--- config.mk ---
export PLATFORM = sky130hd
export DESIGN_NAME = bounded_deque_with_search_unit
export DESIGN_NICKNAME = d
export VERILOG_FILES = /design/src/design/bdq_pkg.sv /design/src/design/bounded_deque_with_search_unit.sv
export VERILOG_INCLUDE_DIRS = /design/src /design/src/design
export SDC_FILE = /design/constraint.sdc
export NUM_CORES = 1
export LEC_CHECK = 0
export BUFFER_PORTS_ARGS = -buffer_cell sky130_fd_sc_hd__buf_2
export CAP_MARGIN = 20
export CORE_MARGIN = 1
export CORE_UTILIZATION = 60
export DETAILED_ROUTE_END_ITERATION = 6
export PLACE_DENSITY_LB_ADDON = 0.1
export SLEW_MARGIN = 0
export SYNTH_ARGS = -nofsm -noshare
export SYNTH_HDL_FRONTEND = slang
export SYNTH_SLANG_ARGS = --single-unit
--- constraint.sdc ---
create_clock -name aclk -period 6.9 [get_ports aclk]
set_input_delay 1.035 -clock aclk [delete_from_list [all_inputs] [get_ports aclk]]
set_output_delay 1.035 -clock aclk [all_outputs]
set_load 0.005 [all_outputs]
--- src/design/bounded_deque_with_search_unit_macros.svh ---
// Assertion macros for the bounded deque. Each macro checks on the rising
// edge of aclk and is disabled while aresetn is low.
`ifndef BOUNDED_DEQUE_WITH_SEARCH_UNIT_MACROS_SVH
`define BOUNDED_DEQUE_WITH_SEARCH_UNIT_MACROS_SVH

`ifndef SYNTH

// The expression holds at every clock edge.
`define BDQ_ASSERT_ALWAYS(lbl, expr) \
    lbl: assert property (@(posedge aclk) disable iff (!aresetn) (expr)) \
        else $error("deque invariant violated");

// When the antecedent holds, the consequent holds in the same cycle.
`define BDQ_ASSERT_IMPLIES(lbl, ante, cons) \
    lbl: assert property (@(posedge aclk) disable iff (!aresetn) (ante) |-> (cons)) \
        else $error("deque implication violated");

// When the antecedent holds, the consequent holds in the next cycle.
`define BDQ_ASSERT_NEXT(lbl, ante, cons) \
    lbl: assert property (@(posedge aclk) disable iff (!aresetn) (ante) |=> (cons)) \
        else $error("deque next-cycle check violated");

`else

`define BDQ_ASSERT_ALWAYS(lbl, expr)
`define BDQ_ASSERT_IMPLIES(lbl, ante, cons)
`define BDQ_ASSERT_NEXT(lbl, ante, cons)

`endif

`endif

--- src/design/bdq_pkg.sv ---
package bdq_pkg;

    localparam int CAPACITY = 16;
    localparam int IDX_W    = (CAPACITY > 1) ? $clog2(CAPACITY) : 1;
    localparam int SUM_W    = IDX_W + 1;
    localparam int CNT_W    = 5;
    localparam int DATA_W   = 32;

    typedef logic [IDX_W-1:0]  idx_t;
    typedef logic [CNT_W-1:0]  cnt_t;
    typedef logic [DATA_W-1:0] data_t;

    typedef enum logic [2:0] {
        MODE_PUSH_FRONT = 3'd0,
        MODE_PUSH_BACK  = 3'd1,
        MODE_POP_FRONT  = 3'd2,
        MODE_POP_BACK   = 3'd3,
        MODE_SEARCH     = 3'd4
    } mode_t;

    typedef enum logic [1:0] {
        ST_OK    = 2'd0,
        ST_EMPTY = 2'd1,
        ST_FULL  = 2'd2
    } status_t;

    typedef enum logic [1:0] {
        S_IDLE,
        S_POP,
        S_SRCH
    } state_t;

    // Physical slot of the entry that lies offset places behind the head.
    // Both operands are below CAPACITY, so one conditional subtract wraps it.
    function automatic idx_t slot_at(idx_t head, idx_t offset);
        logic [SUM_W-1:0] sum;
        sum = {1'b0, head} + {1'b0, offset};
        if (sum >= SUM_W'(CAPACITY)) begin
            sum = sum - SUM_W'(CAPACITY);
        end
        return sum[IDX_W-1:0];
    endfunction

    // Slot in front of the head, wrapping below zero.
    function automatic idx_t slot_before(idx_t head);
        idx_t prev;
        if (head == '0) begin
            prev = IDX_W'(CAPACITY - 1);
        end else begin
            prev = head - idx_t'(1);
        end
        return prev;
    endfunction

endpackage

--- src/design/bounded_deque_with_search_unit.sv ---
// Bounded double-ended queue of signed 32-bit values with a membership search.
// Each item on the s_ channel is one request (push front, push back, pop front,
// pop back or search) and produces exactly one item on the m_ channel carrying
// the popped value, the found flag, the entry count after the request and a
// status (ok, empty on a pop, full on a push). Entries live in a 16-entry
// synchronous memory with registered read data, addressed as a circular
// buffer from a head pointer. The block works on one request at a time: a push
// is answered at once, a pop reads the memory and answers from the registered
// read data, and a search reads the stored entries in order from the head,
// with an early exit on the first match. The search rate is set by the
// single memory read port, which delivers one entry per cycle. A new request is
// taken whenever the unit is idle and the result register is empty or is being
// drained in the same cycle. Codes five to seven are answered as no-ops.
`include "bounded_deque_with_search_unit_macros.svh"

module bounded_deque_with_search_unit (
    input  logic                 aclk,
    input  logic                 aresetn,
    input  logic                 s_valid,
    output logic                 s_ready,
    input  logic [2:0]           s_mode,
    input  logic signed [31:0]   s_value,
    output logic                 m_valid,
    input  logic                 m_ready,
    output logic signed [31:0]   m_popped_value,
    output logic                 m_found,
    output logic [4:0]           m_entry_count,
    output logic [1:0]           m_status
);
    import bdq_pkg::*;

    // Entry memory: written at one address and read at one address per cycle,
    // with the read data registered.
    data_t   mem [CAPACITY];
    data_t   rd_data_reg;

    logic    wr_en;
    idx_t    wr_addr;
    data_t   wr_data;
    logic    rd_en;
    idx_t    rd_addr;

    // Control state.
    state_t  state_reg,  state_next;
    idx_t    head_reg,   head_next;
    cnt_t    count_reg,  count_next;
    idx_t    srch_idx_reg, srch_idx_next;
    data_t   key_reg,    key_next;

    // Result register.
    logic    m_valid_reg, m_valid_next;
    data_t   popped_reg,  popped_next;
    logic    found_reg,   found_next;
    cnt_t    ecount_reg,  ecount_next;
    status_t status_reg,  status_next;

    logic    accept;
    logic    out_free;
    logic    is_full;
    logic    is_empty;
    idx_t    last_off;

    assign out_free = !m_valid_reg || m_ready;
    assign s_ready  = (state_reg == S_IDLE) && out_free;
    assign accept   = s_valid && s_ready;
    assign is_full  = (count_reg == CNT_W'(CAPACITY));
    assign is_empty = (count_reg == '0);
    // Offset of the back entry; only used when the queue is not empty.
    assign last_off = IDX_W'(count_reg - cnt_t'(1));

    assign m_valid        = m_valid_reg;
    assign m_popped_value = popped_reg;
    assign m_found        = found_reg;
    assign m_entry_count  = ecount_reg;
    assign m_status       = status_reg;

    always_ff @(posedge aclk) begin
        if (wr_en) begin
            mem[wr_addr] <= wr_data;
        end
    end

    always_ff @(posedge aclk) begin
        if (rd_en) begin
            rd_data_reg <= mem[rd_addr];
        end
    end

    always_ff @(posedge aclk) begin
        if (!aresetn) begin
            state_reg   <= S_IDLE;
            head_reg    <= '0;
            count_reg   <= '0;
            m_valid_reg <= 1'b0;
        end else begin
            state_reg   <= state_next;
            head_reg    <= head_next;
            count_reg   <= count_next;
            m_valid_reg <= m_valid_next;
        end
    end

    always_ff @(posedge aclk) begin
        srch_idx_reg <= srch_idx_next;
        key_reg      <= key_next;
        popped_reg   <= popped_next;
        found_reg    <= found_next;
        ecount_reg   <= ecount_next;
        status_reg   <= status_next;
    end

    always_comb begin
        state_next    = state_reg;
        head_next     = head_reg;
        count_next    = count_reg;
        srch_idx_next = srch_idx_reg;
        key_next      = key_reg;
        m_valid_next  = m_valid_reg && !m_ready;
        popped_next   = popped_reg;
        found_next    = found_reg;
        ecount_next   = ecount_reg;
        status_next   = status_reg;
        wr_en         = 1'b0;
        wr_addr       = head_reg;
        wr_data       = s_value;
        rd_en         = 1'b0;
        rd_addr       = head_reg;

        unique case (state_reg)
            S_IDLE: begin
                if (accept) begin
                    // Defaults for an immediate result; pops and searches on a non-empty
                    // queue override the valid bit and finish later.
                    m_valid_next = 1'b1;
                    popped_next  = '0;
                    found_next   = 1'b0;
                    status_next  = ST_OK;
                    ecount_next  = count_reg;
                    unique case (s_mode)
                        MODE_PUSH_FRONT: begin
                            if (is_full) begin
                                status_next = ST_FULL;
                            end else begin
                                head_next   = slot_before(head_reg);
                                wr_en       = 1'b1;
                                wr_addr     = slot_before(head_reg);
                                count_next  = count_reg + cnt_t'(1);
                                ecount_next = count_reg + cnt_t'(1);
                            end
                        end
                        MODE_PUSH_BACK: begin
                            if (is_full) begin
                                status_next = ST_FULL;
                            end else begin
                                wr_en       = 1'b1;
                                wr_addr     = slot_at(head_reg, IDX_W'(count_reg));
                                count_next  = count_reg + cnt_t'(1);
                                ecount_next = count_reg + cnt_t'(1);
                            end
                        end
                        MODE_POP_FRONT: begin
                            if (is_empty) begin
                                status_next = ST_EMPTY;
                            end else begin
                                rd_en        = 1'b1;
                                rd_addr      = head_reg;
                                head_next    = slot_at(head_reg, idx_t'(1));
                                count_next   = count_reg - cnt_t'(1);
                                m_valid_next = 1'b0;
                                state_next   = S_POP;
                            end
                        end
                        MODE_POP_BACK: begin
                            if (is_empty) begin
                                status_next = ST_EMPTY;
                            end else begin
                                rd_en        = 1'b1;
                                rd_addr      = slot_at(head_reg, last_off);
                                count_next   = count_reg - cnt_t'(1);
                                m_valid_next = 1'b0;
                                state_next   = S_POP;
                            end
                        end
                        MODE_SEARCH: begin
                            if (!is_empty) begin
                                rd_en         = 1'b1;
                                rd_addr       = head_reg;
                                srch_idx_next = '0;
                                key_next      = s_value;
                                m_valid_next  = 1'b0;
                                state_next    = S_SRCH;
                            end
                        end
                        default: begin
                        end
                    endcase
                end
            end
            S_POP: begin
                // Read data of the popped slot is now registered.
                m_valid_next = 1'b1;
                popped_next  = rd_data_reg;
                found_next   = 1'b0;
                ecount_next  = count_reg;
                status_next  = ST_OK;
                state_next   = S_IDLE;
            end
            S_SRCH: begin
                // rd_data_reg holds the entry at offset srch_idx_reg.
                if (rd_data_reg == key_reg) begin
                    m_valid_next = 1'b1;
                    popped_next  = '0;
                    found_next   = 1'b1;
                    ecount_next  = count_reg;
                    status_next  = ST_OK;
                    state_next   = S_IDLE;
                end else if (srch_idx_reg == last_off) begin
                    m_valid_next = 1'b1;
                    popped_next  = '0;
                    found_next   = 1'b0;
                    ecount_next  = count_reg;
                    status_next  = ST_OK;
                    state_next   = S_IDLE;
                end else begin
                    rd_en         = 1'b1;
                    rd_addr       = slot_at(head_reg, srch_idx_reg + idx_t'(1));
                    srch_idx_next = srch_idx_reg + idx_t'(1);
                end
            end
            default: begin
                state_next = S_IDLE;
            end
        endcase
    end

    `BDQ_ASSERT_ALWAYS(a_count_bound, count_reg <= CNT_W'(CAPACITY))
    `BDQ_ASSERT_IMPLIES(a_busy_out_empty, state_reg != S_IDLE, !m_valid_reg)
    `BDQ_ASSERT_IMPLIES(a_srch_in_window, state_reg == S_SRCH, srch_idx_reg <= last_off)
    `BDQ_ASSERT_NEXT(a_pop_empty,
        accept && is_empty && (s_mode == MODE_POP_FRONT || s_mode == MODE_POP_BACK),
        m_valid_reg && status_reg == ST_EMPTY)
    `BDQ_ASSERT_NEXT(a_push_full,
        accept && is_full && (s_mode == MODE_PUSH_FRONT || s_mode == MODE_PUSH_BACK),
        m_valid_reg && status_reg == ST_FULL && count_reg == CNT_W'(CAPACITY))

endmodule
==> impl_results.rst, run 1 <==
.. list-table::
   :header-rows: 1

   * - Metric
     - Value
   * - Clock tree buffer depth
     - 3
   * - Root buffer cell
     - sky130_fd_sc_hd__clkbuf_16
   * - Sequential area share after synthesis
     - 0.727
   * - Cell count after synthesis
     - approximately 1.7k
   * - Cells traversed along the worst timing path
     - inv_1 -> ha_1 -> nor4b_2 -> or3_1 -> or3_1 -> and2_1 -> mux2_8 -> buf_12 -> and2_0 -> a211oi_1 -> a31oi_1 -> a221o_1
   * - Initial cell density of the core
     - 0.613
   * - Final Routed Wirelength
     - 62.3 mm
   * - Post-CTS Hold Buffers
     - 0
   * - Startpoint type of the worst setup path
     - register
   * - Port bufs
     - 80
   * - DRC violation total after the first TritonRoute iteration
     - 1823
   * - Sum of overflow across all layers after global routing
     - 0
   * - Status
     - complete, no violations
   * - Via count normalized by instance count
     - around 6.2
   * - Die area
     - around 44000 um^2
   * - Crit path buf inv count
     - 2
   * - HPWL after detailed placement
     - between 30 and 40 mm
   * - Top cell by count, worst path
     - sky130_fd_sc_hd__or3_1
   * - Post-synthesis sequential element count
     - 632
   * - Standard cell core area
     - 42300 um^2
   * - CTS tree
     - done
   * - Number of buffers inserted during clock tree synthesis
     - 61
   * - Largest register by flop count
     - mem
   * - RSZ-0062 raised after global routing
     - false
   * - Req. time, crit path
     - 7.27 ns
   * - Initial antenna violation count
     - 1
   * - Worst-path clk slew
     - 0.07 ns
   * - Cell type with the largest total area after synthesis
     - sky130_fd_sc_hd__edfxtp_1
   * - DR DRC count
     - 0
   * - Leading cell type by number of instances after synthesis
     - sky130_fd_sc_hd__edfxtp_1
   * - Crit Path Max Fanout
     - about 120
   * - Net switching fraction of the power
     - 0.263
   * - Power density normalized to cell area
     - 331 nW/um^2
   * - Top cells by count, synth
     - sky130_fd_sc_hd__edfxtp_1 (620), sky130_fd_sc_hd__nand2_1 (219), sky130_fd_sc_hd__a211oi_1 (117)
   * - Fin. Hold Viols
     - 0
   * - Std cell rows
     - 75
   * - Crit path arrival time
     - 5.27 ns
   * - Wire length of the first global-routing pass
     - 91.9 mm
   * - Global routing usage summed across all routing layers
     - 0.288
   * - Number of cells in the finished layout apart from fillers
     - 2405
   * - Number of detailed-route iterations in the first pass
     - 5
   * - Post-CTS setup buffers
     - 0
   * - Mean post-synth cell area
     - ~15 um^2
   * - Sinks on the clock net
     - 632
   * - Slowest cell on the critical path
     - sky130_fd_sc_hd__dfxtp_1
   * - Leading post-synthesis cells by cell area
     - sky130_fd_sc_hd__edfxtp_1 (72%), sky130_fd_sc_hd__mux2i_1 (3.9%), sky130_fd_sc_hd__a211oi_1 (3.4%), sky130_fd_sc_hd__nand2_1 (3.2%), sky130_fd_sc_hd__and2_1 (1.6%)
   * - Portion of total power attributed to sequential cells
     - 0.474
   * - Growth of design area from synthesis to finish
     - 12.1%
   * - Period minus WS final
     - 4.89 ns
   * - Share of total power in combinational logic
     - 0.174
   * - Final routed wire length divided by cell count
     - 25.9 um
   * - Share of Yosys cell area claimed by the top area cell type
     - 0.718
   * - Max Clk Rate
     - 204 MHz
   * - Warnings, synthesis
     - 0
   * - Slew Limit Fails
     - 0
   * - Element type at the critical path end
     - register
   * - Fraction of layout cells with a size suffix above 1
     - 0.157
   * - Source-to-sink clock delay at the later pin of the worst-skew pair
     - 0.63 ns
   * - Max VDD drop
     - 0.323 mV
   * - Filler cell count
     - 2840
   * - Final worst-path cycle share
     - 0.709
   * - Via count of the first global-routing pass
     - roughly 14k
   * - Worst slew slack as a fraction of its limit
     - 0.242
   * - Count of distinct cell types in the synthesized netlist
     - 65
   * - Number of synthesized flops with an enable pin
     - 620
   * - Tightest hold margin
     - between 0.5 and 0.6 ns
   * - Num ports
     - 81
   * - Die width
     - 210 um
   * - Delay of the slowest cell on the worst path
     - 0.65 ns
   * - Total negative slack
     - 0 ns
   * - Flip-flop count of the largest register after layout
     - 512
   * - Sequential cell area in the final layout
     - around 19000 um^2
   * - Share of flip-flops with an asynchronous set or reset
     - 0
   * - Setup CP Type
     - register to register
   * - Number of placed instances with taps included
     - 2289
   * - Vias
     - 15.0k
   * - Internal
     - 7080 uW
   * - Most used DFF post-synth
     - sky130_fd_sc_hd__edfxtp_1
   * - Post_cts resized
     - 0
   * - Final estimated routing congestion in global placement
     - roughly 0.9
   * - Fraction of power consumed by the clock network
     - 0.352
   * - Number of nets in the synthesized netlist
     - 1766
   * - Switch Pwr
     - 2530 uW
   * - Power, Total
     - 9610 uW
   * - Remaining antenna violation count
     - 0
   * - Class of the worst hold path
     - register to register
   * - Pin count of the biggest net entering global routing
     - 173
   * - Cell Area, Synth
     - approximately 26000 um^2
   * - Transition at the pin with the smallest max-transition slack
     - 1.13 ns
   * - Number of nets in the final layout
     - 1837
   * - Largest delay share family, worst path
     - simple AND/OR/NAND/NOR gates
   * - Max-cap violations
     - 0
   * - Total of endpoints with negative setup slack in the final report
     - 0
   * - H-tree Lvls
     - 2
   * - Die boundary height
     - 210 um
   * - Footprint of the multi-input gates
     - 6730 um^2
   * - Leakage power
     - 0.0103 uW
   * - Worst clock skew
     - 0.0171 ns
==> layer usage <==
metal	global-route usage	share of wire	routed length [um]
met2	0.456	0.48	29900
met4	0.0931	0.027	1650
met1	0.418	0.42	25900
met5	0	0	0
met3	0.0398	0.079	4920
==> cells in the final DEF (no fill, tap or decap), types with 20 or more instances in the layout <==
master                        n
sky130_fd_sc_hd__and2_0      57
sky130_fd_sc_hd__ha_1        20
sky130_fd_sc_hd__a221o_1     29
sky130_fd_sc_hd__buf_4       28
sky130_fd_sc_hd__a21oi_1     20
sky130_fd_sc_hd__edfxtp_1   620
sky130_fd_sc_hd__buf_2       80
sky130_fd_sc_hd__a211oi_1   117
sky130_fd_sc_hd__xor2_1      40
sky130_fd_sc_hd__clkbuf_16   63
sky130_fd_sc_hd__nand2_1    218
sky130_fd_sc_hd__and2_1      68
sky130_fd_sc_hd__mux2_2      29
sky130_fd_sc_hd__mux2i_1     99
sky130_fd_sc_hd__a31o_2      28
sky130_fd_sc_hd__a31oi_1     57
==> metrics by stage <==
| step | util | worst slack, ns | area (um^2) |
|---|---|---|---|
| 2_1_floorplan | - | 1.74 | 25900 |
| 5_1_grt | 0.687 | 1.77 | 29100 |
| 6_report | 0.687 | 2.01 | 29100 |
| 3_5_place_dp | 0.639 | 1.98 | 27000 |
| 4_1_cts | 0.687 | 2.13 | 29100 |
| 3_3_place_gp | 0.639 | 2.03 | 27000 |
==> final timing paths <==
kind / slack, ns / start / cells after the start / endpoint
max reg2reg: 2.01 / count_reg[0] / 12 / rd_data_reg[19]
max: 2.01 / count_reg[0] / 12 / rd_data_reg[19]
min: 0.57 / rd_data_reg[3] / 1 / m_popped_value[3]
min reg2reg: 0.57 / rd_data_reg[3] / 1 / m_popped_value[3]
==> layout make-up <==
class | instances | area share
sequential | 632 | 0.649
tap | 577 | 0.0248
inverter | 16 | 0.00207
antenna | 1 | 0.0000861
clock inverter | 40 | 0.0142
clock buffer | 75 | 0.0558
multi-input combinational | 953 | 0.231
timing repair buffer | 111 | 0.0231
==> logic make-up (layout without fill, tap and decap cells) <==
logic type,Yosys count,after routing,synth area share
mux,130,130,0.0518
flops,632,632,0.727
simple gates,448,448,0.0834
xor+xnor,52,52,0.0184
buf+inv,119,242,0.0214
compound gates,300,300,0.0862
other cells,0,1,0
fa+ha+maj,23,23,0.0120
==> power groups by stage <==
stage | sequential [uW] | combinational [uW] | clock (uW)
4_1_cts | 4560 | 1670 | 3410
2_1_floorplan | 4640 | 1070 | 0
6_report | 4560 | 1670 | 3380
3_3_place_gp | 4630 | 1640 | 0
3_5_place_dp | 4640 | 1660 | 0
5_1_grt | 4570 | 1800 | 3560
Note: power is estimated with default switching activity, not from simulation.
==> inputs of run 2 (changes only) <==
Clock period 6.9 ns to 4.8 ns, I/O delays scaled along.
==> run 2 against run 1 <==
Compared with the run above: clock skew up 0.011 ns; highest routed layer is now met5; worst hold slack lost 0.13 ns; critical endpoint is now rd_data_reg[9]; clock-buffer cell count is 5 lower; global-route usage fell by 0.81 points.
==> impl_results.rst, run 2 (synthesis results as in run 1) <==
.. list-table::
   :header-rows: 1

   * - Metric
     - Value
   * - Status
     - complete, no violations
   * - Commonest cells after routing, fill and taps aside
     - sky130_fd_sc_hd__edfxtp_1 (620), sky130_fd_sc_hd__nand2_1 (218), sky130_fd_sc_hd__a211oi_1 (117)
   * - Flip-flop count of the largest register after layout
     - 512 (unchanged)
   * - Die width
     - 210 um (unchanged)
   * - Max-cap violations
     - 0 (unchanged)
   * - Most frequent standard cell in the layout excluding fill and tap cells
     - sky130_fd_sc_hd__edfxtp_1
   * - Critical register-to-register path startpoint
     - count_reg[0]
   * - Slew Limit Fails
     - 0 (unchanged)
   * - Worst min-delay path startpoint
     - aresetn
   * - Number of buffers inserted during clock tree synthesis
     - 61 (unchanged)
   * - Worst-path clk slew
     - 0.06 ns (about the same)
   * - Final routed wire length divided by cell count
     - 24.9 um (-4.0%)
   * - Via count of the first global-routing pass
     - 14.5k (-0.12%)
   * - Pin count of the biggest net entering global routing
     - 101 (-42%)
   * - CTS tree
     - done
   * - R2R Setup Slk
     - 0.56 ns (-1.45 ns)
   * - Num ports
     - 81 (unchanged)
   * - HPWL after detailed placement
     - 33.5 mm (+2.4%)
   * - Post-CTS Hold Buffers
     - 0 (unchanged)
   * - Die area
     - 44100 um^2 (unchanged)
   * - DRC violation total after the first TritonRoute iteration
     - 1508 (-17%)
   * - Remaining antenna violation count
     - 0 (unchanged)
   * - Source-to-sink clock delay at the later pin of the worst-skew pair
     - 0.64 ns (about the same)
   * - Number of nets in the final layout
     - 1870 (+1.8%)
   * - Uppermost routed layer
     - met5
   * - DR DRC count
     - 0 (unchanged)
   * - Global routing usage summed across all routing layers
     - 0.280 (-0.00814)
   * - Sum of overflow across all layers after global routing
     - 0 (unchanged)
   * - Filler cell count
     - 2838 (-0.070%)
   * - Setup CP Type
     - register to register
   * - Transition at the pin with the smallest max-transition slack
     - 1.17 ns (+0.0348 ns)
   * - Total of endpoints with negative setup slack in the final report
     - 0 (unchanged)
   * - Max Clk Rate
     - 236 MHz (+15%)
   * - Die boundary height
     - 210 um (unchanged)
   * - Crit path arrival time
     - 4.64 ns (-0.63 ns)
   * - Fraction of layout cells with a size suffix above 1
     - 0.171 (+0.0146)
   * - Final estimated routing congestion in global placement
     - 0.925 (+2.4%)
   * - Req. time, crit path
     - 5.20 ns (-2.07 ns)
   * - Post_cts resized
     - 0 (unchanged)
   * - Total met3 wirelength after detailed routing
     - 4.83 mm (-1.7%)
   * - Total negative slack
     - 0 ns (unchanged)
   * - Port bufs
     - 80 (unchanged)
   * - Detail Route met2 WL
     - 28.7 mm (-3.8%)
   * - Met1 wire length
     - 24.7 mm (-4.5%)
   * - Worst slew slack as a fraction of its limit
     - 0.219 (-0.0233)
   * - Wire length of the first global-routing pass
     - 89.5 mm (-2.7%)
   * - Root buffer cell
     - sky130_fd_sc_hd__clkbuf_16
   * - Largest register by flop count
     - mem
   * - Startpoint type of the worst setup path
     - register
   * - Vias
     - 15.1k (+0.49%)
   * - Power, Total
     - 13600 uW (+42%)
   * - Number of detailed-route iterations in the first pass
     - 7 (+2)
   * - Power density normalized to cell area
     - 462 nW/um^2 (+40%)
   * - Max VDD drop
     - 0.420 mV (+30%)
   * - Standard cell core area
     - 42300 um^2 (unchanged)
   * - Class of the worst hold path
     - primary input to register
   * - Clock tree buffer depth
     - 3 (unchanged)
   * - Initial antenna violation count
     - 2 (+1)
   * - Crit Path Max Fanout
     - 33 (-73%)
   * - Post-CTS setup buffers
     - 0 (unchanged)
   * - Std cell rows
     - 75 (unchanged)
   * - RSZ-0062 raised after global routing
     - false
   * - Leakage power
     - 0.0105 uW (+1.6%)
   * - Cell depth of the worst flop-to-flop path
     - 13 (+1)
   * - Worst clock skew
     - 0.0280 ns (+0.0110 ns)
   * - Period minus WS final
     - 4.24 ns (-0.651 ns)
   * - Final Routed Wirelength
     - 60.4 mm (-3.0%)
   * - Sinks on the clock net
     - 632 (unchanged)
   * - Element type at the critical path end
     - register
   * - Via count normalized by instance count
     - 6.20 (-0.55%)
   * - Growth of design area from synthesis to finish
     - 13.5%
   * - Endpoint, Worst Hold
     - m_valid
   * - Initial cell density of the core
     - 0.613 (unchanged)
   * - Final worst-path cycle share
     - 0.884 (+0.175)
   * - Terminus of the critical flop-to-flop path
     - rd_data_reg[9]
   * - H-tree Lvls
     - 2 (unchanged)
   * - Fin. Hold Viols
     - 0 (unchanged)
   * - Hold depth
     - 3 (+2)
## run 2: cell types whose count changed in the layout (fill, tap and decap cells not counted), sizes merged
cell,delta
buf,+33
bufinv,-5
clkbuf,-5
clkinv,+3
clkinvlp,-1
## run 2: worst max path at each step
stage                 start         endpoint  slack (ns)  cells past startpoint
2_1_floorplan  count_reg[0]        mem[0][0]        0.78                     12
3_3_place_gp   count_reg[0]   rd_data_reg[4]        0.74                     13
3_5_place_dp   count_reg[0]   rd_data_reg[6]        0.61                     13
4_1_cts        count_reg[0]   rd_data_reg[9]        0.60                     13
5_1_grt        count_reg[0]  rd_data_reg[28]        0.34                     12
6_report       count_reg[0]   rd_data_reg[9]        0.56                     13
## run 2: area by class of cell
type	instances	area, um^2	area share
antenna	1	2.50	0.0000850
clock buffer	70	1580	0.0537
clock inverter	37	328	0.0111
inverter	16	60.1	0.00204
multi-input combinational	953	6730	0.229
sequential	632	18900	0.641
tap	577	722	0.0245
timing repair buffer	144	1160	0.0393
## run 2: per-stage QoR
stage / hold WS, ns / setup slack (ns) / area, um^2 / utilization / cells
after floorplan: 0.546 / 0.776 / 25900 / - / 1704
after global placement: 0.553 / 0.736 / 27500 / 0.650 / 2322
after detailed placement: 0.558 / 0.615 / 27500 / 0.650 / 2322
after CTS: 0.413 / 0.596 / 29400 / 0.696 / 2429
after global routing: 0.441 / 0.342 / 29400 / 0.696 / 2429
final: 0.440 / 0.559 / 29400 / 0.696 / 2430
## run 2: critical path: stages (launching register included)
cell and delay (ns):
sky130_fd_sc_hd__dfxtp_1 0.59, sky130_fd_sc_hd__inv_1 0.15, sky130_fd_sc_hd__ha_1 0.24, sky130_fd_sc_hd__nor4b_2 0.18, sky130_fd_sc_hd__or3_1 0.46, sky130_fd_sc_hd__or3_1 0.43, sky130_fd_sc_hd__and2_1 0.20, sky130_fd_sc_hd__mux2_8 0.44
sky130_fd_sc_hd__buf_12 0.22, sky130_fd_sc_hd__buf_4 0.19, sky130_fd_sc_hd__and2_0 0.15, sky130_fd_sc_hd__a211oi_1 0.28, sky130_fd_sc_hd__a31oi_1 0.08, sky130_fd_sc_hd__a221o_1 0.37
## run 2: layer usage
layer | vias up | global-route usage
met5 | - | 0
met4 | 4 | 0.108
met3 | 149 | 0.0499
met2 | 646 | 0.448
met1 | 7534 | 0.386
li1 | 6738 | -
## run 2: power breakdown
group          switching (uW)  internal [uW]  total, uW
Sequential                117           6430       6550
Combinational            1510            976       2490
Clock                    2010           2570       4580
